==> src/hw/rtl/greedy_motif_search_top_defines.svh <==
// Assertion macros for the one RTL file that carries checks, the top level.
`ifndef GREEDY_MOTIF_SEARCH_TOP_DEFINES_SVH
`define GREEDY_MOTIF_SEARCH_TOP_DEFINES_SVH
`ifndef ASSERT_OFF
`define GMS_ASSERT_IMPL(label, prop) \
    label: assert property (@(posedge clk) disable iff (!rst_n) prop) \
        else $error("assertion failed");
`define GMS_NEVER(label, expr) \
    label: assert property (@(posedge clk) disable iff (!rst_n) !(expr)) \
        else $error("forbidden condition");
`else
`define GMS_ASSERT_IMPL(label, prop)
`define GMS_NEVER(label, expr)
`endif
`endif

==> src/hw/rtl/gms_pkg.sv <==
package gms_pkg;

    localparam int MAX_STRINGS = 16;
    localparam int MAX_LEN     = 256;
    localparam int MAX_MOTIF   = 8;
    localparam int STORE_SIZE  = MAX_STRINGS * MAX_LEN;
    localparam int ADDR_W      = $clog2(STORE_SIZE);
    localparam int CNT_W       = ADDR_W + 1;
    localparam int POS_W       = $clog2(MAX_LEN);
    localparam int LEN_W       = POS_W + 1;
    localparam int STR_W       = $clog2(MAX_STRINGS);
    localparam int NUM_W       = STR_W + 1;
    localparam int COL_W       = $clog2(MAX_MOTIF);
    localparam int K_W         = COL_W + 1;
    localparam int SCORE_W     = 7;
    localparam int WEIGHT_W    = 33;

    localparam logic [1:0] REG_MOTIF_LEN   = 2'd0;
    localparam logic [1:0] REG_NUM_STRINGS = 2'd1;
    localparam logic [1:0] REG_STRING_LEN  = 2'd2;

    typedef struct packed {
        logic [1:0] base;
        logic       final_base;
    } in_item_t;

    typedef struct packed {
        logic [3:0] string_index;
        logic [7:0] motif_start;
        logic [6:0] best_score;
        logic       last;
    } out_item_t;

    // Commands from the controller to the datapath.
    typedef struct packed {
        logic clr_counts;     // clear column counts
        logic acc_count;      // add base at (str, cur_start+col) to counts
        logic init_best;      // best_score <= score, best starts <= 0
        logic clr_score;
        logic acc_score;      // score += t - max(count column col)
        logic set_cur0;       // current_starts[0] <= pos
        logic clr_weight;     // weight <= 1
        logic mul_weight;     // weight *= count(col, base at str,pos+col)+1
        logic cand_done;      // compare weight against best for this string
        logic store_pick;     // current_starts[str] <= picked start
        logic commit_best;    // if score < best, copy starts
        logic zero_cur;       // current_starts[str] <= 0
        logic emit;
    } dp_cmd_t;

endpackage

==> src/hw/rtl/gms_ctrl.sv <==
module gms_ctrl (
    input  logic                       clk,
    input  logic                       rst_n,
    input  logic                       go,
    input  logic [gms_pkg::K_W-1:0]    eff_k,
    input  logic [gms_pkg::NUM_W-1:0]  eff_t,
    input  logic [gms_pkg::LEN_W-1:0]  eff_l,
    output logic                       busy,
    output gms_pkg::dp_cmd_t           cmd,
    output logic [gms_pkg::STR_W-1:0]  str,
    output logic [gms_pkg::COL_W-1:0]  col,
    output logic [gms_pkg::POS_W-1:0]  pos,
    output logic                       use_pos
);
    import gms_pkg::*;

    typedef enum logic [9:0] {
        S_IDLE   = 10'b0000000001,
        S_ICNT   = 10'b0000000010,
        S_ISCORE = 10'b0000000100,
        S_POS    = 10'b0000001000,
        S_CNT    = 10'b0000010000,
        S_CAND   = 10'b0000100000,
        S_PICK   = 10'b0001000000,
        S_SCNT   = 10'b0010000000,
        S_SCORE  = 10'b0100000000,
        S_EMIT   = 10'b1000000000
    } state_t;

    state_t state_reg, state_next;
    logic [STR_W:0] s_reg, s_next;     // string loop
    logic [STR_W:0] i_reg, i_next;     // string being picked
    logic [K_W-1:0] c_reg, c_next;
    logic [LEN_W-1:0] p_reg, p_next;   // candidate start in string i
    logic [LEN_W-1:0] q_reg, q_next;   // start in string 0
    logic [2:0] w_reg, w_next;         // drain for delayed datapath steps
    logic col_last;

    assign col_last = (c_reg + K_W'(1)) == eff_k;
    assign busy = state_reg != S_IDLE;
    assign col = c_reg[COL_W-1:0];

    always_ff @(posedge clk or negedge rst_n)
    begin
        if (!rst_n)
        begin
            state_reg <= S_IDLE;
            s_reg <= '0; i_reg <= '0; c_reg <= '0;
            p_reg <= '0; q_reg <= '0; w_reg <= '0;
        end
        else
        begin
            state_reg <= state_next;
            s_reg <= s_next; i_reg <= i_next; c_reg <= c_next;
            p_reg <= p_next; q_reg <= q_next; w_reg <= w_next;
        end
    end

    always_comb
    begin
        state_next = state_reg;
        s_next = s_reg; i_next = i_reg; c_next = c_reg;
        p_next = p_reg; q_next = q_reg; w_next = w_reg;
        cmd = '0;
        use_pos = 1'b0;
        pos = p_reg[POS_W-1:0];
        str = s_reg[STR_W-1:0];
        unique case (state_reg)
            S_IDLE:
            begin
                if (go)
                begin
                    cmd.clr_counts = 1'b1;
                    cmd.zero_cur = 1'b1;
                    s_next = '0; c_next = '0;
                    state_next = S_ICNT;
                end
            end
            // Zero all current starts and count every string at start 0.
            S_ICNT:
            begin
                use_pos = 1'b1;
                pos = '0;
                cmd.zero_cur = 1'b1;
                cmd.acc_count = 1'b1;
                c_next = c_reg + K_W'(1);
                if (col_last)
                begin
                    c_next = '0;
                    s_next = s_reg + 1'b1;
                    if (s_next == (STR_W+1)'(eff_t))
                    begin
                        w_next = 3'd2;
                        cmd.clr_score = 1'b1;
                        state_next = S_ISCORE;
                    end
                end
            end
            S_ISCORE:
            begin
                if (w_reg != '0)
                begin
                    w_next = w_reg - 3'd1;
                    cmd.clr_score = 1'b1;
                end
                else
                begin
                    cmd.acc_score = 1'b1;
                    c_next = c_reg + K_W'(1);
                    if (col_last)
                    begin
                        c_next = '0;
                        q_next = '0;
                        w_next = 3'd1;
                        state_next = S_POS;
                    end
                end
            end
            S_POS:
            begin
                if (w_reg != '0)
                begin
                    // score settles; seed best
                    w_next = '0;
                    cmd.init_best = 1'b1;
                end
                else if ((q_reg + LEN_W'(eff_k)) > eff_l)
                begin
                    s_next = '0;
                    state_next = S_EMIT;
                end
                else
                begin
                    pos = q_reg[POS_W-1:0];
                    cmd.set_cur0 = 1'b1;
                    cmd.clr_counts = 1'b1;
                    i_next = (STR_W+1)'(1);
                    s_next = '0; c_next = '0;
                    state_next = S_CNT;
                end
            end
            // Count strings 0..i-1 from their current starts.
            S_CNT:
            begin
                if (s_reg == i_reg)
                begin
                    if (w_reg != 3'd2)
                    begin
                        w_next = w_reg + 3'd1;
                    end
                    else
                    begin
                        w_next = '0;
                        p_next = '0; c_next = '0;
                        cmd.clr_weight = 1'b1;
                        state_next = S_CAND;
                    end
                end
                else
                begin
                    cmd.acc_count = 1'b1;
                    c_next = c_reg + K_W'(1);
                    if (col_last)
                    begin
                        c_next = '0;
                        s_next = s_reg + 1'b1;
                    end
                end
            end
            // One column per cycle, with drain steps after each candidate: weight *= count+1 over string i at p.
            S_CAND:
            begin
                use_pos = 1'b1;
                s_next = s_reg;
                if ((p_reg + LEN_W'(eff_k)) > eff_l)
                begin
                    if (w_reg != 3'd2)
                    begin
                        w_next = w_reg + 3'd1;
                    end
                    else
                    begin
                        w_next = '0;
                        cmd.store_pick = 1'b1;
                        state_next = S_PICK;
                    end
                end
                else if (c_reg == eff_k)
                begin
                    // weight of this candidate is complete after the delay
                    if (w_reg != 3'd1)
                    begin
                        w_next = w_reg + 3'd1;
                    end
                    else
                    begin
                        w_next = '0;
                        cmd.cand_done = 1'b1;
                        p_next = p_reg + LEN_W'(1);
                        c_next = '0;
                    end
                end
                else
                begin
                    cmd.mul_weight = 1'b1;
                    c_next = c_reg + K_W'(1);
                end
                if (c_reg == '0 && w_reg == '0 && !cmd.store_pick)
                begin
                    cmd.clr_weight = cmd.clr_weight | (c_reg == '0);
                    cmd.mul_weight = (p_reg + LEN_W'(eff_k)) <= eff_l;
                end
            end
            S_PICK:
            begin
                i_next = i_reg + 1'b1;
                cmd.clr_counts = 1'b1;
                s_next = '0; c_next = '0;
                if (i_next == (STR_W+1)'(eff_t))
                begin
                    state_next = S_SCNT;
                end
                else
                begin
                    state_next = S_CNT;
                end
            end
            S_SCNT:
            begin
                if (s_reg == i_reg)
                begin
                    if (w_reg != 3'd2)
                    begin
                        w_next = w_reg + 3'd1;
                        cmd.clr_score = 1'b1;
                    end
                    else
                    begin
                        w_next = '0;
                        c_next = '0;
                        state_next = S_SCORE;
                    end
                end
                else
                begin
                    cmd.acc_count = 1'b1;
                    c_next = c_reg + K_W'(1);
                    if (col_last)
                    begin
                        c_next = '0;
                        s_next = s_reg + 1'b1;
                    end
                end
            end
            S_SCORE:
            begin
                if (c_reg == eff_k)
                begin
                    cmd.commit_best = 1'b1;
                    q_next = q_reg + LEN_W'(1);
                    c_next = '0;
                    state_next = S_POS;
                end
                else
                begin
                    cmd.acc_score = 1'b1;
                    c_next = c_reg + K_W'(1);
                end
            end
            S_EMIT:
            begin
                cmd.emit = 1'b1;
                s_next = s_reg + 1'b1;
                if (s_next == (STR_W+1)'(eff_t))
                begin
                    state_next = S_IDLE;
                end
            end
            default:
            begin
                state_next = S_IDLE;
            end
        endcase
        if (state_reg == S_CAND)
        begin
            str = i_reg[STR_W-1:0];
        end
    end
endmodule

==> config.mk <==
export PLATFORM = sky130hd
export DESIGN_NAME = gms_ctrl
export DESIGN_NICKNAME = d
export VERILOG_FILES = /design/src/hw/rtl/greedy_motif_search_top_defines.svh /design/src/hw/rtl/gms_pkg.sv /design/src/hw/rtl/gms_ctrl.sv
export SDC_FILE = /design/constraint.sdc
export NUM_CORES = 1
export LEC_CHECK = 0
export ABC_AREA = 0
export BUFFER_PORTS_ARGS = -buffer_cell sky130_fd_sc_hd__buf_2
export CORE_ASPECT_RATIO = 0.5
export CORE_UTILIZATION = 30
export DETAILED_ROUTE_END_ITERATION = 6
export GPL_TIMING_DRIVEN = 0
export HOLD_SLACK_MARGIN = 0.05
export PLACE_DENSITY = 0.54
export SLEW_MARGIN = 10
export SYNTH_ARGS = -nofsm -noshare
export SYNTH_HDL_FRONTEND = slang
export SYNTH_SLANG_ARGS = --single-unit
==> constraint.sdc <==
create_clock -name clk -period 6.7 [get_ports clk]
set_input_delay 0.67 -clock clk [delete_from_list [all_inputs] [get_ports clk]]
set_output_delay 0.67 -clock clk [all_outputs]
set_load 0.05 [all_outputs]
# Word-level counts from Yosys, hierarchy flattened
# Index checks and enable logic that the tools add are counted.
[op_classes]
addsub = 9
order_cmp = 3
eq_ne = 43
muxes = 94
reduce_logical = 21
[ops]
columns = ["cell", "n"]
rows = [
  ["$mux 10", 15],
  ["$pmux 10 s10", 1],
  ["$mux 9", 8],
  ["$mux 4", 12],
  ["$ne 2x2->1 const B", 20],
  ["$pmux 9 s2", 2],
  ["$mux 3", 11],
  ["$pmux 4 s8", 1],
  ["$mux 5", 6],
  ["$pmux 5 s6", 1],
  ["$mux 8", 3],
  ["$mux 1", 23],
  ["$add 9x1->9 const B", 2],
  ["$add 9x4->9", 2],
  ["$gt 9x9->1", 2],
  ["$pmux 8 s2", 1],
  ["$eq 5x5->1", 3],
  ["$pmux 3 s5", 1],
  ["$reduce_and 14->1", 1],
  ["$ne 3x3->1 const B", 4],
  ["$add 5x1->5 const B", 2],
  ["$eq 10x1->1 const B", 1],
  ["$eq 10x10->1 const B", 1],
  ["$eq 10x2->1 const B", 1],
  ["other kinds (35)", 46],
]
[totals]
reg_bits = 45
out_inout_bits = 30

# Logic depth before layout (Yosys ltp)
# Gate-level depths: netlist of run 1.
[depth]
ltp_word = 8
mapped_depth = 17
depth_no_buf = 16

# Least setup slack after synthesis of run 1
# No wires, ideal clock.
[synth_timing]
kind = "input to output"
start = "in eff_k[0] (netlist name)"
end = "out cmd[5] (netlist name)"
t_arrival_ps = 4179
required_time_ps = 6030
path_slack_ps = 1851
stages = 14
n_path_buf = 0
path_cell_list = "ha_1 inv_1 fa_1 inv_1 a21o_1 a21oi_1 nor2_1 xor2_1 ha_1 a21oi_1 o21ai_0 a2111oi_0 nor2_1 a211oi_1"
[synth_lines]
columns = ["element", "line_no", "source"]
rows = [
  ["start, declared", "gms_ctrl.sv:5", "input logic [gms_pkg::K_W-1:0] eff_k,"],
  ["end, declared", "gms_ctrl.sv:9", "output gms_pkg::dp_cmd_t cmd,"],
]

# Worst setup path in the final report of run 1
[layout_timing]
start = "in eff_k[1] (netlist name)"
end = "out pos[3] (netlist name)"
[layout_via]
elab_chain_cells = 5
[layout_rtl]
columns = ["element", "line_no", "source"]
rows = [
  ["$add 9x4->9", "gms_ctrl.sv:127", "else if ((q_reg + LEN_W'(eff_k)) > eff_l)"],
  ["$gt 9x9->1", "gms_ctrl.sv:127", ""],
  ["$mux 8", "gms_ctrl.sv:127", ""],
  ["$mux 8", "gms_ctrl.sv:121", "if (w_reg != '0)"],
  ["$pmux 8 s2", "gms_ctrl.sv:68", "unique case (state_reg)"],
  ["end, declared", "gms_ctrl.sv:12", "output logic [gms_pkg::POS_W-1:0] pos,"],
]
# Every way passes these cells.

==> results of run 1 <==
[worst paths after layout]
path                                        end  slack (ns)
max                                      pos[3]        0.78
min                        i_reg[4]$_DFFE_PN0P_        0.57
max reg2reg                c_reg[3]$_DFFE_PN0P_        2.14
min reg2reg                i_reg[4]$_DFFE_PN0P_        0.57
max in group asynchronous  i_reg[2]$_DFFE_PN0P_        5.45
min in group asynchronous  q_reg[6]$_DFFE_PN0P_        0.58
[power by group through the flow]
stage,clock (µW),sequential [µW],combinational (µW)
after global routing,280,360,774
after global placement,0,357,695
after CTS,270,353,701
after floorplan,0,346,527
final,263,355,703
after detailed placement,0,359,698
[cell usage after synthesis (2+ instances only)]
library cell	count	area, µm²
a2111oi_0	2	17.5
a211oi_1	2	15.0
a21o_1	6	45.0
a21oi_1	25	125
a22o_1	5	43.8
a31oi_1	2	12.5
and3_1	3	18.8
and4_1	2	17.5
buf_2	4	20.0
buf_4	3	22.5
clkbuf_1	16	60.1
dfrtp_1	44	1100
fa_1	2	40.0
ha_1	34	425
inv_1	37	139
mux2i_1	10	100
nand2_1	63	236
nand2b_1	7	43.8
nand3_1	19	95.1
nand3b_1	2	15.0
nand4_1	12	75.1
nand4b_1	4	35.0
nor2_1	36	135
nor2b_1	7	43.8
nor3_1	17	85.1
nor4_1	4	25.0
nor4_4	2	42.5
o2111ai_1	3	26.3
o211ai_1	5	37.5
o21a_1	3	22.5
o21ai_0	36	180
o21bai_1	2	15.0
o22ai_1	4	25.0
o2bb2ai_1	2	17.5
o31ai_1	5	37.5
o41ai_1	2	17.5
or2_2	8	50.1
or3_1	7	43.8
or4_1	2	15.0
xnor2_1	30	263
xor2_1	18	158
[critical path: cells and delay by family]
family                     cells  cell delay [ns]
AOI/OAI and AO/OA              5             1.77
and+or+nand+nor                6             1.19
adders and majority gates      2             0.57
buffers and inverters          2             0.46
muxes                          1             0.36
xor gates and xnor gates       1             0.22
[through the flow]
stage	hold slack, ns	utilization	setup WS [ns]	cells
finish	0.568	0.356	0.781	772
global placement	0.542	0.345	0.809	764
floorplan	0.374	-	1.85	522
CTS	0.570	0.356	0.798	772
detailed placement	0.554	0.345	0.824	764
global route	0.578	0.356	0.474	772
[kinds of logic (layout without fill, tap and decap cells)]
family	Yosys count	count (layout)	share of synthesized area
multiplexers	10	10	0.0238
buffers and inverters	61	119	0.0602
AND/OR/NAND/NOR	205	205	0.254
adder cells (fa/ha/maj)	36	36	0.111
AO/OA/AOI/OAI	116	116	0.176
flip-flops	45	45	0.268
XOR/XNOR	49	49	0.106
[layer usage]
| metal | vias to the layer above | wire length (µm) | part of all wire | GRT usage |
|---|---|---|---|---|
| met5 | - | 0 | 0 | 0 |
| met1 | 1882 | 5970 | 0.50 | 0.235 |
| li1 | 1965 | - | - | - |
| met2 | 75 | 5370 | 0.45 | 0.279 |
| met4 | 0 | 114 | 0.0096 | 0.0344 |
| met3 | 10 | 467 | 0.039 | 0.0235 |
[cell type report]
cell class,count,share of cell area
plain buffers,24,0.0235
flip-flops and latches,45,0.233
repair buffers,50,0.0517
multi-input cells,416,0.582
well taps,192,0.0496
clock inverters,2,0.00284
clock buffers,6,0.0287
inverters,37,0.0287
==> flow_metrics.env, run 1 <==
export IMPL_maxCapViolCount=0
export IMPL_cts_root_buffer="clkbuf_16"
export IMPL_min_from="i_reg[4]$_DFFE_PN0P_"
export IMPL_place_area_um2=4690
export IMPL_row_count=30
export IMPL_drive_above_1_share=0.141
export IMPL_route_detailed_drc=0
export IMPL_fin_skew_ns=0.00610
export IMPL_crit_path_max_incr_delay_ns=1.00
export IMPL_yosysWarnings=0
export IMPL_finalCritPeriodShare=0.883
export IMPL_core_um2=13600
export IMPL_tritoncts="done"
export IMPL_hpwl_um=9370
export IMPL_arrival_ns=5.25
export IMPL_start_kind="input port"
export IMPL_internal_power_uw=680
export IMPL_setup_viol=0
export IMPL_netlist_cell_type_count=66
export IMPL_fp_dieArea_um2=14500
export IMPL_drv_slew=0
export IMPL_grt_total_usage=0.169
export IMPL_synth_seq_cells=45
export IMPL_largest_register_ff_count=10
export IMPL_end_kind="output port"
export IMPL_synthCells=522
export IMPL_finalNetCount=636
export IMPL_rsz0062_at_grt="false"
export IMPL_final_area_um2=4840
export IMPL_ff2ff_path_depth=16
export IMPL_overflow=0
export IMPL_drtAntennaViolNets=0
export IMPL_fin_setup_tns_ns=0
export IMPL_grt_pass1_wl_um=19300
export IMPL_multiInputGateArea_um2=2820
export IMPL_crit_type="input port to output port"
export IMPL_fillers=1483
export IMPL_synthesis_area_um2=4200
export IMPL_antenna_found_initial=0
export IMPL_slowest_stage="o41ai_1"
export IMPL_postCtsHoldBufs=0
export IMPL_initial_core_util=0.309
export IMPL_drt_iter0_markers=189
export IMPL_gp_congestion=0.827
export IMPL_wl_per_cell_um=15.4
export IMPL_p_switching_uw=641
export IMPL_async_flop_share=1.00
export IMPL_synth_edf_count=0
export IMPL_cp_data_required_time_ns=6.03
export IMPL_clock_latency_ns=0.29
export IMPL_final_common_cell="nand2_1"
export IMPL_max_slew_margin=0.152
export IMPL_max_freq_ghz=0.169
export IMPL_io_pins=51
export IMPL_power_frac_comb=0.532
export IMPL_cts_buffers=5
export IMPL_grt_max_degree=46
export IMPL_port_buffer_count=50
export IMPL_critical_path_startpoint="eff_k[1]"
export IMPL_htree_levels=2
export IMPL_p_sw_frac=0.486
export IMPL_grt_pass1_vias=3799
export IMPL_cts_sinks=45
export IMPL_seq_area_um2=1130
export IMPL_period_needed_ns=5.92
export IMPL_drt_wl_total_um=11900
export IMPL_yosysSeqAreaShare=0.268
export IMPL_cts_resized=0
export IMPL_vdd_drop_max_mv=0.146
export IMPL_hold_class="register to register"
export IMPL_p_leak_uw=0.00229
export IMPL_die_width_um=169
export IMPL_synth_area_per_cell_um2=8.04
export IMPL_seqPwrFrac=0.268
export IMPL_crit_chain="buf_2 > ha_1 > a21o_1 > a21oi_1 > nor2b_1 > o21ai_0 > nor2_1 > xnor2_1 > ha_1 > and3_1 > nand3_1 > a21oi_1 > o41ai_1 > and2_0 > nand2_1 > mux2i_1 > buf_2"
export IMPL_p_per_area_nw_per_um2=273
export IMPL_power_frac_clock=0.199
export IMPL_clk_pin_slew_ns=0.07
export IMPL_post_cts_buffers=0
export IMPL_num_antenna_cells=0
export IMPL_synth_fp_nets=579
export IMPL_vias=3932
export IMPL_worst_pin_slew_ns=1.26
export IMPL_cp_max_fo=10
export IMPL_synthFlopType="dfrtp_1"
export IMPL_power_total_uw=1320
export IMPL_hold_violations=0
export IMPL_hold_depth=1
export IMPL_die_h_um=85.7
export IMPL_cts_max_path_buffers=2
export IMPL_vias_per_cell=5.09
export IMPL_mostFrequentLayoutCells="63 x nand2_1, 54 x buf_2, 44 x dfrtp_1"
export IMPL_worstReg2RegStart="q_reg[0]$_DFFE_PN0P_"
export IMPL_firstDrtPassIters=4
export IMPL_area_growth_pct=15.3
export IMPL_status="finished, final reports clean"
No activity file was read; power rests on OpenSTA's default activity.
==> inputs of run 2 (changes only) <==
--- a/config.mk
+++ b/config.mk
@@ -6,13 +6,12 @@
 export NUM_CORES = 1
 export LEC_CHECK = 0
 export ABC_AREA = 0
-export BUFFER_PORTS_ARGS = -buffer_cell sky130_fd_sc_hd__buf_2
-export CORE_ASPECT_RATIO = 0.5
 export CORE_UTILIZATION = 30
 export DETAILED_ROUTE_END_ITERATION = 6
+export DONT_BUFFER_PORTS = 1
 export GPL_TIMING_DRIVEN = 0
 export HOLD_SLACK_MARGIN = 0.05
-export PLACE_DENSITY = 0.54
+export PLACE_DENSITY = 0.51
 export SLEW_MARGIN = 10
 export SYNTH_ARGS = -nofsm -noshare
 export SYNTH_HDL_FRONTEND = slang
==> run 2 against run 1 <==
Power shrank 0.69%. Global-route usage grew 0.69 points. Final area shrank 4.3%. Highest routed layer unchanged.
==> flow_metrics.env, run 2 (synthesis gave the netlist of run 1 again) <==
export IMPL_status="finished, final reports clean"
export IMPL_grt_pass1_wl_um=20000
export IMPL_clock_latency_ns=0.29
export IMPL_core_um2=13500
export IMPL_drv_slew=0
export IMPL_postCtsHoldBufs=0
export IMPL_firstDrtPassIters=4
export IMPL_period_needed_ns=5.83
export IMPL_crit_family="compound AO/OA/AOI/OAI gates"
export IMPL_timing_reg2reg_setup_slack_ns=1.91
export IMPL_ff2ff_path_depth=16
export IMPL_cp_data_required_time_ns=6.03
export IMPL_die_h_um=120
export IMPL_finalCritPeriodShare=0.870
export IMPL_crit_chain="ha_1 > inv_1 > fa_1 > inv_1 > a21o_1 > a21oi_1 > nor2_1 > xnor2_1 > ha_1 > a21oi_1 > o21ai_0 > and2_1 > o41ai_1 > and2_0 > nand2_1 > mux2i_1"
export IMPL_wl_per_cell_um=17.1
export IMPL_p_per_area_nw_per_um2=283
export IMPL_fin_skew_ns=0.00831
export IMPL_gp_congestion=0.892
export IMPL_use_met3=0.0387
export IMPL_drtAntennaViolNets=0
export IMPL_cts_resized=0
export IMPL_drive_above_1_share=0.0714
export IMPL_crit_path_max_incr_delay_ns=1.05
export IMPL_cp_max_fo=10
export IMPL_htree_levels=2
export IMPL_cts_max_path_buffers=2
export IMPL_place_inst=700
export IMPL_tritoncts="done"
export IMPL_worst_pin_slew_ns=1.20
export IMPL_grt_use_met1=0.225
export IMPL_vias_per_cell=5.40
export IMPL_finalNetCount=588
export IMPL_p_leak_uw=0.00207
export IMPL_top_usage_layer="met2"
export IMPL_fin_setup_tns_ns=0
export IMPL_grt_pass1_vias=3873
export IMPL_area_growth_pct=10.4
export IMPL_rsz0062_at_grt="false"
export IMPL_final_cells=708
export IMPL_largest_register_ff_count=10
export IMPL_cts_buffers=5
export IMPL_drt_iter0_markers=262
export IMPL_clk_pin_slew_ns=0.07
export IMPL_arrival_ns=5.16
export IMPL_overflow=0
export IMPL_vias=3826
export IMPL_grt_total_usage=0.176
export IMPL_start_kind="register"
export IMPL_die_width_um=120
export IMPL_hold_violations=0
export IMPL_drt_wl_total_um=12100
export IMPL_num_antenna_cells=0
export IMPL_worstReg2RegStart="p_reg[0]$_DFFE_PN0P_"
export IMPL_cts_root_buffer="clkbuf_16"
export IMPL_vdd_drop_max_mv=0.150
export IMPL_mostFrequentLayoutCells="63 x nand2_1, 44 x dfrtp_1, 37 x inv_1"
export IMPL_slowest_stage="mux2i_1"
export IMPL_fp_dieArea_um2=14500
export IMPL_end_kind="output port"
export IMPL_fillers=1428
export IMPL_final_common_cell="nand2_1"
export IMPL_antenna_found_initial=0
export IMPL_route_detailed_drc=0
export IMPL_grt_max_degree=46
export IMPL_post_place_ws_ns=0.840
export IMPL_power_total_uw=1310
export IMPL_cts_sinks=45
export IMPL_setup_viol=0
export IMPL_post_cts_buffers=0
export IMPL_max_freq_ghz=0.172
export IMPL_r2r_end="p_reg[1]$_DFFE_PN0P_"
export IMPL_hold_class="input port to asynchronous set/reset pin"
export IMPL_maxCapViolCount=0
export IMPL_row_count=42
export IMPL_port_buffer_count=0
export IMPL_io_pins=51
export IMPL_hpwl_um=9680
export IMPL_final_setup_worst_slack_ns=0.871
export IMPL_grt_use_met2=0.302
export IMPL_initial_core_util=0.312
export IMPL_cp_num_buf_inv=2
export IMPL_crit_type="register to output port"
export IMPL_max_slew_margin=0.178
==> run 2: power breakdown <==
group / internal, µW / switching (µW)
Sequential: 310 / 44.0
Combinational: 199 / 472
Clock: 177 / 110
Total: 686 / 626
==> run 2: final cells by class <==
type / count / area [µm²] / area share
repair buffers: 2 / 22.5 / 0.00486
multi-input cells: 416 / 2840 / 0.613
clock buffers: 5 / 125 / 0.0270
clock inverters: 3 / 46.3 / 0.00999
well taps: 176 / 220 / 0.0475
flip-flops and latches: 45 / 1130 / 0.243
plain buffers: 24 / 114 / 0.0246
inverters: 37 / 139 / 0.0300
==> run 2: worst reg2reg max path, delay by kind of cell (launching register included) <==
family | cells | cell delay, ns
AOI/OAI and AO/OA | 7 | 1.99
adders and majority gates | 3 | 0.91
buffers and inverters | 4 | 0.88
DFF | 1 | 0.52
xor gates and xnor gates | 1 | 0.20
and+or+nand+nor | 1 | 0.16
==> run 2: how the worst max path moves through the flow <==
stage	slack, ns	cells past startpoint	endpoint	from
after floorplan	1.85	14	cmd[5]	eff_k[0]
after global placement	0.81	15	pos[3]	eff_k[1]
after detailed placement	0.84	16	pos[4]	eff_k[0]
after CTS	0.77	16	pos[4]	q_reg[0]$_DFFE_PN0P_
after global routing	0.33	15	pos[4]	q_reg[1]$_DFFE_PN0P_
final	0.87	16	pos[4]	q_reg[0]$_DFFE_PN0P_
==> run 2: per-layer routing <==
metal	vias up	part of all wire
met5	-	0
met4	0	0.010
met3	10	0.051
met2	103	0.49
met1	1846	0.45
li1	1867	-
==> run 2: stage by stage <==
step	hold WS [ns]	util	cell area, µm²
finish	0.0678	0.345	4640
global route	0.0586	0.345	4640
CTS	0.0596	0.345	4640
detailed placement	0.376	0.332	4460
global placement	0.376	0.328	4420
floorplan	0.374	-	4200
